$ cat src/aob_pkg.sv
// Shared types, constants and divide-by-255 helpers for the alpha-over blend.
// No dependencies; imported by every module of the block.
package aob_pkg;

    localparam int ChanW     = 8;
    localparam int NumColour = 3;
    localparam int ChAlpha   = 3;
    localparam int QuoW      = 8;

    // ceil(2^32 / 255): exact quotient for every product of the blend
    localparam logic [24:0] Recip255 = 25'd16843010;

    typedef logic [ChanW-1:0]         t_chan;
    typedef t_chan [ChAlpha:0]        t_pix;     // red, green, blue, alpha from index 0
    typedef logic [16:0]              t_num;
    typedef t_num [NumColour-1:0]     t_num3;
    typedef t_chan [NumColour-1:0]    t_quo3;

    typedef enum logic [1:0] {
        MODE_DST,
        MODE_SRC,
        MODE_BLEND
    } t_mode;

    typedef struct packed {
        t_mode mode;
        t_pix  alt;
    } t_side;

    // x / 255 for x below 65280, so that the quotient fits eight bits
    function automatic t_chan div255_16(input logic [16:0] x);
        logic [16:0] s;
        s = x + 17'd1 + {8'd0, x[16:8]};
        return s[15:8];
    endfunction

    // x / 255 for x up to 255 * 255 * 255
    function automatic logic [15:0] div255_24(input logic [23:0] x);
        logic [48:0] p;
        p = 49'(x) * 49'(Recip255);
        return p[47:32];
    endfunction

endpackage

$ cat src/alpha_over_blend_8bit.sv
// Alpha-over blend, 8-bit RGBA: top level with opacity register and output register.
// Instantiates aob_alpha and aob_div; depends on aob_pkg.
//
// One source and one destination pixel go in per item and one blended pixel comes out.
// The block takes one item every clock cycle while the output side keeps taking results; the
// depth from an accepted item to its result is six stages of alpha and product arithmetic, nine
// stages of the bit-per-stage divider by output alpha, and the output register. Each
// stage stalls on its own, so bubbles are squeezed out when the output side holds off.
// Write the opacity only while no item is in flight; it resets to 255.
module alpha_over_blend_8bit (
    input  logic        i_clk,
    input  logic        i_rst_n,
    input  logic        i_cfg_wr_en,
    input  logic [7:0]  i_cfg_wr_data,
    input  logic        i_s_axis_tvalid,
    output logic        o_s_axis_tready,
    // src_red, src_green, src_blue, src_alpha, dst_red, dst_green, dst_blue, dst_alpha
    input  logic [63:0] i_s_axis_tdata,
    output logic        o_m_axis_tvalid,
    input  logic        i_m_axis_tready,
    // out_red, out_green, out_blue, out_alpha
    output logic [31:0] o_m_axis_tdata
);
    import aob_pkg::*;

    t_chan  r_opacity;
    logic   a_valid, a_ready;
    t_num3  a_num;
    t_chan  a_oa;
    t_side  a_side;
    logic   d_valid;
    t_quo3  d_quo;
    t_side  d_side;
    logic   out_en;
    logic   r_out_vld;
    t_pix   r_out;
    t_pix   n_out;

    always_ff @(posedge i_clk) begin
        if (!i_rst_n) begin
            r_opacity <= 8'd255;
        end else if (i_cfg_wr_en) begin
            r_opacity <= i_cfg_wr_data;
        end
    end

    aob_alpha u_alpha (
        .i_clk     (i_clk),
        .i_rst_n   (i_rst_n),
        .i_valid   (i_s_axis_tvalid),
        .o_ready   (o_s_axis_tready),
        .i_src     (i_s_axis_tdata[31:0]),
        .i_dst     (i_s_axis_tdata[63:32]),
        .i_opacity (r_opacity),
        .o_valid   (a_valid),
        .i_ready   (a_ready),
        .o_num     (a_num),
        .o_oa      (a_oa),
        .o_side    (a_side)
    );

    aob_div u_div (
        .i_clk   (i_clk),
        .i_rst_n (i_rst_n),
        .i_valid (a_valid),
        .o_ready (a_ready),
        .i_num   (a_num),
        .i_oa    (a_oa),
        .i_side  (a_side),
        .o_valid (d_valid),
        .i_ready (out_en),
        .o_quo   (d_quo),
        .o_side  (d_side)
    );

    assign out_en = !r_out_vld || i_m_axis_tready;

    always_comb begin
        n_out = d_side.alt;
        case (d_side.mode)
            MODE_BLEND: begin
                for (int k = 0; k < NumColour; k++) begin
                    n_out[k] = d_quo[k];
                end
            end
            default: begin
                n_out = d_side.alt;
            end
        endcase
    end

    always_ff @(posedge i_clk) begin
        if (!i_rst_n) begin
            r_out_vld <= 1'b0;
        end else if (out_en) begin
            r_out_vld <= d_valid;
        end
    end

    always_ff @(posedge i_clk) begin
        if (out_en) begin
            r_out <= n_out;
        end
    end

    assign o_m_axis_tvalid = r_out_vld;
    assign o_m_axis_tdata  = r_out;

endmodule

$ cat src/aob_alpha.sv
// Alpha front end: effective alpha, output alpha, blend numerators, mode select.
// Six register stages with per-stage valid and stall; depends on aob_pkg.
module aob_alpha (
    input  logic               i_clk,
    input  logic               i_rst_n,
    input  logic               i_valid,
    output logic               o_ready,
    input  aob_pkg::t_pix      i_src,
    input  aob_pkg::t_pix      i_dst,
    input  aob_pkg::t_chan     i_opacity,
    output logic               o_valid,
    input  logic               i_ready,
    output aob_pkg::t_num3     o_num,
    output aob_pkg::t_chan     o_oa,
    output aob_pkg::t_side     o_side
);
    import aob_pkg::*;

    localparam int Stages = 6;

    logic [Stages-1:0] r_vld;
    logic [Stages-1:0] en;

    t_pix              r1_src, r1_dst;
    logic [15:0]       r1_sa_op;

    t_pix              r2_src, r2_dst;
    t_chan             r2_ea;
    t_side             r2_side;
    t_chan             n2_ea;
    t_side             n2_side;

    logic [15:0]       r3_t;
    logic [2:0][15:0]  r3_u, r3_se;
    t_chan             r3_ea, r3_ia;
    t_side             r3_side;

    t_chan             r4_oa;
    logic [2:0][23:0]  r4_v;
    logic [2:0][15:0]  r4_se;
    t_side             r4_side;
    t_chan             n4_oa;
    t_side             n4_side;

    logic [2:0][15:0]  r5_q, r5_se;
    t_chan             r5_oa;
    t_side             r5_side;

    t_num3             r6_num;
    t_chan             r6_oa;
    t_side             r6_side;

    always_comb begin
        en[Stages-1] = !r_vld[Stages-1] || i_ready;
        for (int i = Stages - 2; i >= 0; i--) begin
            en[i] = !r_vld[i] || en[i+1];
        end
    end

    always_comb begin
        n2_ea = div255_16({1'b0, r1_sa_op} + 17'd127);
        n2_side.alt = {n2_ea, r1_src[2], r1_src[1], r1_src[0]};
        if (n2_ea == '0) begin
            n2_side.mode = MODE_DST;
            n2_side.alt  = r1_dst;
        end else if (n2_ea == 8'd255 || r1_dst[ChAlpha] == '0) begin
            n2_side.mode = MODE_SRC;
        end else begin
            n2_side.mode = MODE_BLEND;
        end
    end

    always_comb begin
        n4_oa   = r3_ea + div255_16({1'b0, r3_t} + 17'd127);
        n4_side = r3_side;
        if (r3_side.mode == MODE_BLEND) begin
            n4_side.alt[ChAlpha] = n4_oa;
        end
    end

    always_ff @(posedge i_clk) begin
        if (!i_rst_n) begin
            r_vld <= '0;
        end else begin
            if (en[0]) begin
                r_vld[0] <= i_valid;
            end
            for (int i = 1; i < Stages; i++) begin
                if (en[i]) begin
                    r_vld[i] <= r_vld[i-1];
                end
            end
        end
    end

    always_ff @(posedge i_clk) begin
        if (en[0]) begin
            r1_src   <= i_src;
            r1_dst   <= i_dst;
            r1_sa_op <= 16'(i_src[ChAlpha]) * 16'(i_opacity);
        end
        if (en[1]) begin
            r2_src  <= r1_src;
            r2_dst  <= r1_dst;
            r2_ea   <= n2_ea;
            r2_side <= n2_side;
        end
        if (en[2]) begin
            r3_t    <= 16'(r2_dst[ChAlpha]) * 16'(8'd255 - r2_ea);
            r3_ea   <= r2_ea;
            r3_ia   <= ~r2_ea;
            r3_side <= r2_side;
            for (int k = 0; k < NumColour; k++) begin
                r3_u[k]  <= 16'(r2_dst[k]) * 16'(r2_dst[ChAlpha]);
                r3_se[k] <= 16'(r2_src[k]) * 16'(r2_ea);
            end
        end
        if (en[3]) begin
            r4_oa   <= n4_oa;
            r4_se   <= r3_se;
            r4_side <= n4_side;
            for (int k = 0; k < NumColour; k++) begin
                r4_v[k] <= 24'(r3_u[k]) * 24'(r3_ia);
            end
        end
        if (en[4]) begin
            r5_oa   <= r4_oa;
            r5_se   <= r4_se;
            r5_side <= r4_side;
            for (int k = 0; k < NumColour; k++) begin
                r5_q[k] <= div255_24(r4_v[k]);
            end
        end
        if (en[5]) begin
            r6_oa   <= r5_oa;
            r6_side <= r5_side;
            for (int k = 0; k < NumColour; k++) begin
                r6_num[k] <= {1'b0, r5_se[k]} + {1'b0, r5_q[k]};
            end
        end
    end

    assign o_ready = en[0];
    assign o_valid = r_vld[Stages-1];
    assign o_num   = r6_num;
    assign o_oa    = r6_oa;
    assign o_side  = r6_side;

endmodule

$ cat src/aob_div.sv
// Pipelined restoring divider: colour numerator by output alpha, one quotient bit a stage.
// Overflow check stage first, quotient saturates to 255; depends on aob_pkg.
module aob_div (
    input  logic               i_clk,
    input  logic               i_rst_n,
    input  logic               i_valid,
    output logic               o_ready,
    input  aob_pkg::t_num3     i_num,
    input  aob_pkg::t_chan     i_oa,
    input  aob_pkg::t_side     i_side,
    output logic               o_valid,
    input  logic               i_ready,
    output aob_pkg::t_quo3     o_quo,
    output aob_pkg::t_side     o_side
);
    import aob_pkg::*;

    localparam int Stages = QuoW + 1;

    logic [Stages-1:0]                 r_vld;
    logic [Stages-1:0]                 en;
    logic [Stages-1:0][2:0][15:0]      r_rem;
    logic [Stages-1:0][2:0][QuoW-1:0]  r_quo;
    logic [Stages-1:0][2:0]            r_ovf;
    t_chan                             r_oa   [Stages];
    t_side                             r_side [Stages];
    logic [Stages-1:0][2:0][15:0]      n_rem;
    logic [Stages-1:0][2:0][QuoW-1:0]  n_quo;

    always_comb begin
        en[Stages-1] = !r_vld[Stages-1] || i_ready;
        for (int i = Stages - 2; i >= 0; i--) begin
            en[i] = !r_vld[i] || en[i+1];
        end
    end

    always_comb begin
        logic [15:0] dvs;
        n_rem = '0;
        n_quo = '0;
        for (int j = 1; j < Stages; j++) begin
            dvs = 16'(r_oa[j-1]) << (QuoW - j);
            for (int k = 0; k < NumColour; k++) begin
                n_rem[j][k] = r_rem[j-1][k];
                n_quo[j][k] = r_quo[j-1][k];
                if (r_rem[j-1][k] >= dvs) begin
                    n_rem[j][k] = r_rem[j-1][k] - dvs;
                    n_quo[j][k][3'(QuoW - j)] = 1'b1;
                end
            end
        end
    end

    always_ff @(posedge i_clk) begin
        if (!i_rst_n) begin
            r_vld <= '0;
        end else begin
            if (en[0]) begin
                r_vld[0] <= i_valid;
            end
            for (int i = 1; i < Stages; i++) begin
                if (en[i]) begin
                    r_vld[i] <= r_vld[i-1];
                end
            end
        end
    end

    always_ff @(posedge i_clk) begin
        if (en[0]) begin
            r_oa[0]   <= i_oa;
            r_side[0] <= i_side;
            for (int k = 0; k < NumColour; k++) begin
                r_ovf[0][k] <= i_num[k] >= {1'b0, i_oa, 8'd0};
                r_rem[0][k] <= i_num[k][15:0];
                r_quo[0][k] <= '0;
            end
        end
        for (int j = 1; j < Stages; j++) begin
            if (en[j]) begin
                r_oa[j]   <= r_oa[j-1];
                r_side[j] <= r_side[j-1];
                r_ovf[j]  <= r_ovf[j-1];
                r_rem[j]  <= n_rem[j];
                r_quo[j]  <= n_quo[j];
            end
        end
    end

    always_comb begin
        for (int k = 0; k < NumColour; k++) begin
            o_quo[k] = r_ovf[Stages-1][k] ? 8'hFF : r_quo[Stages-1][k];
        end
    end

    assign o_ready = en[0];
    assign o_valid = r_vld[Stages-1];
    assign o_side  = r_side[Stages-1];

endmodule
$ cat config.mk
export PLATFORM = sky130hd
export DESIGN_NAME = alpha_over_blend_8bit
export DESIGN_NICKNAME = d
export VERILOG_FILES = /design/src/aob_pkg.sv /design/src/alpha_over_blend_8bit.sv /design/src/aob_alpha.sv /design/src/aob_div.sv
export SDC_FILE = /design/constraint.sdc
export NUM_CORES = 2
export LEC_CHECK = 0
export ABC_AREA = 1
export BUFFER_PORTS_ARGS = -buffer_cell sky130_fd_sc_hd__buf_4
export CORE_ASPECT_RATIO = 0.7
export CORE_MARGIN = 2
export CORE_UTILIZATION = 25
export CTS_BUF_LIST = sky130_fd_sc_hd__clkbuf_8
export DETAILED_ROUTE_END_ITERATION = 12
export PLACE_DENSITY_LB_ADDON = 0.3
export RECOVER_POWER = 100
export SETUP_SLACK_MARGIN = 0.02
export SLEW_MARGIN = 10
export SYNTH_ARGS = -nofsm -noshare
export SYNTH_HDL_FRONTEND = slang
export SYNTH_SLANG_ARGS = --single-unit
$ cat constraint.sdc
create_clock -name i_clk -period 27.5 [get_ports i_clk]
set_input_delay 1.375 -clock i_clk [delete_from_list [all_inputs] [get_ports i_clk]]
set_output_delay 1.375 -clock i_clk [all_outputs]
set_load 0.05 [all_outputs]
==> flow_summary_export.csv <==
group,metric,value,unit
setup_path,worst-setup-path-type,"in -> reg",
clock_network,worst_skew_pair.late_latency,1.01,ns
sta,final.setup.tns,0,ns
setup_path,critPathLaunchType,"input port",
final_layout,final_layout_size_suffix_gt1_frac,0.0403,
clock_network,cts.repair.resized,0,
floorplanning,core,419000,um^2
yosys,yosysMostFrequentCell,"inv_1",
clock_network,cts_buffers,239,
floorplanning,start_util,0.251,
grt,busiest_layer,"met1",
yosys,synthXorXnorAreaFrac,0.0351,
placement,place_congestion,0.865,
final_layout,nets,12100,
yosys,synthCells,10100,
yosys,synth_fa_ha_area_frac,0.261,
final_layout,syn_to_final_growth,10.8,%
clock_network,cts_setup_buffers,0,
status,status,"complete, but fails checks",
routing,drtPass1Iterations,5,
sta,rsz0062_at_grt,"false",
clock_network,cts_tree,"done",
yosys,ys.warnings.count,0,
clock_network,h-tree-depth,4,
clock_network,clock-root-buffer,"clkbuf_8",
yosys,synthSimpleGateAreaFrac,0.111,
sta,period_minus_slack,16.07,ns
routing,drtAntennaViolNets,0,
sta,fmax,0.0622,GHz
sta,timing_hold_violations_final,0,
routing,first_iter_violations,5163,
setup_path,cp.required,27.60,ns
status,violations,"capacitance limit, slew limit",
yosys,yosys.area.top_type,"edfxtp_1",
clock_network,clk_path_buf_depth,4,
yosys,avgSynthCellArea,10.4,um^2
floorplanning,dieArea,426000,um^2
routing,wire_per_inst,15.5,um
setup_path,cp_max_fo,63,
grt,use_met3,0.0320,
routing,viasPerCell,4.13,
routing,vias,66300,
yosys,synth_top_area_share,0.448,
floorplanning,placementRows,199,
floorplanning,die_w,779,um
yosys,yosys-top-cells-area,"edfxtp_1 (45%), ha_1 (14%), fa_1 (12%)",
yosys,synth-edff-count,1568,
grt,overflow,0,
yosys,synthesis.nets,12000,
sta,worst_pin_slew,4.55,ns
yosys,synth.distinct_cells,60,
clock_network,cts_sinks,1592,
grt,grt_start_max_net_pins,97,
placement,port_buffers,110,
floorplanning,die_h,547,um
sta,setup_viol,0,
sta,relSlewSlack,-2.04,
yosys,ys.flop_type,"edfxtp_1",
grt,grt_util_met2,0.148,
setup_path,arrival,16.17,ns
yosys,synth-seq-cells,1592,
grt,use_met1,0.190,
yosys,synth_top_family_by_area,"adder cells",
worst_hold_path,hold_class,"reg -> reg",
floorplanning,top_level_ports,111,
yosys,synth_common_cells,"inv_1 (2,003), nand2_1 (1,848), edfxtp_1 (1,568)",
setup_path,cp-end-kind,"register",
yosys,syn_area,105000,um^2
sta,clock_skew,0.0894,ns
clock_network,ctsHoldBuffers,0,
yosys,synth_compound_area_frac,0.0587,
sta,finalCritPeriodShare,0.584,
routing,wl,249,mm
yosys,synth-seq-area-share,0.452,
job,cap_violations,38,
clock_network,clk_pin_slew_worst_paths,0.07,ns
yosys,async_flop_share,0,
grt,grt_pass1_wl,388,mm
placement,hpwl,195,mm
grt,antenna_found_initial,23,
sta,slew_viol_final,1787,
grt,grt_use_total,0.116,
placement,place_ws,19.33,ns
routing,route.detailed.drc,0,
grt,grt_pass1_vias,65300,
sta,setup_slack,11.43,ns
yosys,synth.mux.area_fraction,0.000214,
-- kinds of logic after synthesis --
logic type / Yosys count
compound gates: 1123
xor+xnor: 422
fa+ha+maj: 1829
buf+inv: 2246
flops: 1592
mux: 2
simple gates: 2864
-- routing by layer --
metal | wire [um] | vias up
li1 | - | 33300
met1 | 136000 | 31200
met2 | 89700 | 1551
met3 | 19700 | 277
met4 | 4090 | 2
met5 | 13 | -
-- registers in the layout (all words and copies together), names as in the netlist, 26 cells and up --
signal	flops
u_div.r_oa	64
u_alpha.r3_u	48
u_alpha.r2_dst	32
u_alpha.r5_q	48
u_div.r_ovf	27
u_alpha.o_side	34
u_alpha.r2_side	34
u_alpha.n4_side	26
u_alpha.r3_se	48
u_alpha.o_num	51
u_alpha.r4_v	72
u_alpha.r4_side	34
u_alpha.r5_se	48
u_alpha.r4_se	48
o_m_axis_tdata	32
u_div.r_side	306
u_alpha.r1_dst	32
u_alpha.r5_side	34
u_div.r_rem	384
-- stage by stage --
| stage | cells | hold slack, ns | area [um^2] | utilization |
|---|---|---|---|---|
| floorplan | 10100 | 0.400 | 105000 | - |
| global placement | 15600 | 0.400 | 113000 | 0.268 |
| detailed placement | 15600 | 0.405 | 113000 | 0.268 |
| CTS | 16100 | 0.349 | 117000 | 0.279 |
| global route | 16100 | 0.350 | 117000 | 0.278 |
| finish | 16100 | 0.350 | 117000 | 0.278 |
-- critical path: stages --
cell and delay (ns):
clkbuf_4 0.11, inv_1 0.07, nand3_2 0.05, clkbuf_1 1.11, nor2_1 0.94, nand4_1 1.45, nor2_1 0.85, nand4_1 1.78
nor2_1 0.83, nand2_1 0.68, nor2_1 0.34, clkinvlp_2 2.02, nor2_1 1.56, nand2_1 1.17, clkbuf_1 1.64
-- final cells by class --
cell class | count | area, um^2
Timing Repair Buffer | 159 | 890
Multi-Input combinational cell | 6240 | 49000
Tap cell | 5628 | 7040
Antenna cell | 1 | 2.50
Fill cell | 44100 | 303000
Clock buffer | 240 | 3300
Inverter | 2010 | 7550
Clock inverter | 181 | 1200
Sequential cell | 1592 | 47600
-- cell usage in the layout (no fill, tap or decap), drive strengths merged, types with 12 or more instances in the layout --
master  instances
a21boi         21
a21o           38
a21oi         581
a31oi          36
buf            34
bufinv         15
clkbuf        365
clkinv        103
dfxtp          24
edfxtp       1568
fa            613
ha           1216
inv          2062
nand2        1856
nand3         224
nand3b         31
nand4          61
nor2          544
nor3           69
nor4           49
o211ai         22
o21a           26
o21ai         320
o21bai         20
or2            12
xnor2         142
xor2          280
-- final timing paths --
path                                     start                       endpoint  slack (ns)  cells past startpoint
hold / removal     u_alpha.r4_se[16]$_DFFE_PP_    u_alpha.r5_se[16]$_DFFE_PP_        0.35                      0
hold reg to reg    u_alpha.r4_se[16]$_DFFE_PP_    u_alpha.r5_se[16]$_DFFE_PP_        0.35                      0
setup / recovery               i_m_axis_tready  u_alpha.r2_side[14]$_DFFE_PP_       11.43                     15
setup reg to reg  o_m_axis_tvalid$_SDFFE_PN0P_  u_alpha.r2_side[14]$_DFFE_PP_       11.61                     13
Power is not shown: default switching activity piles up to over one toggle a cycle in this logic, so the estimate is an artifact.
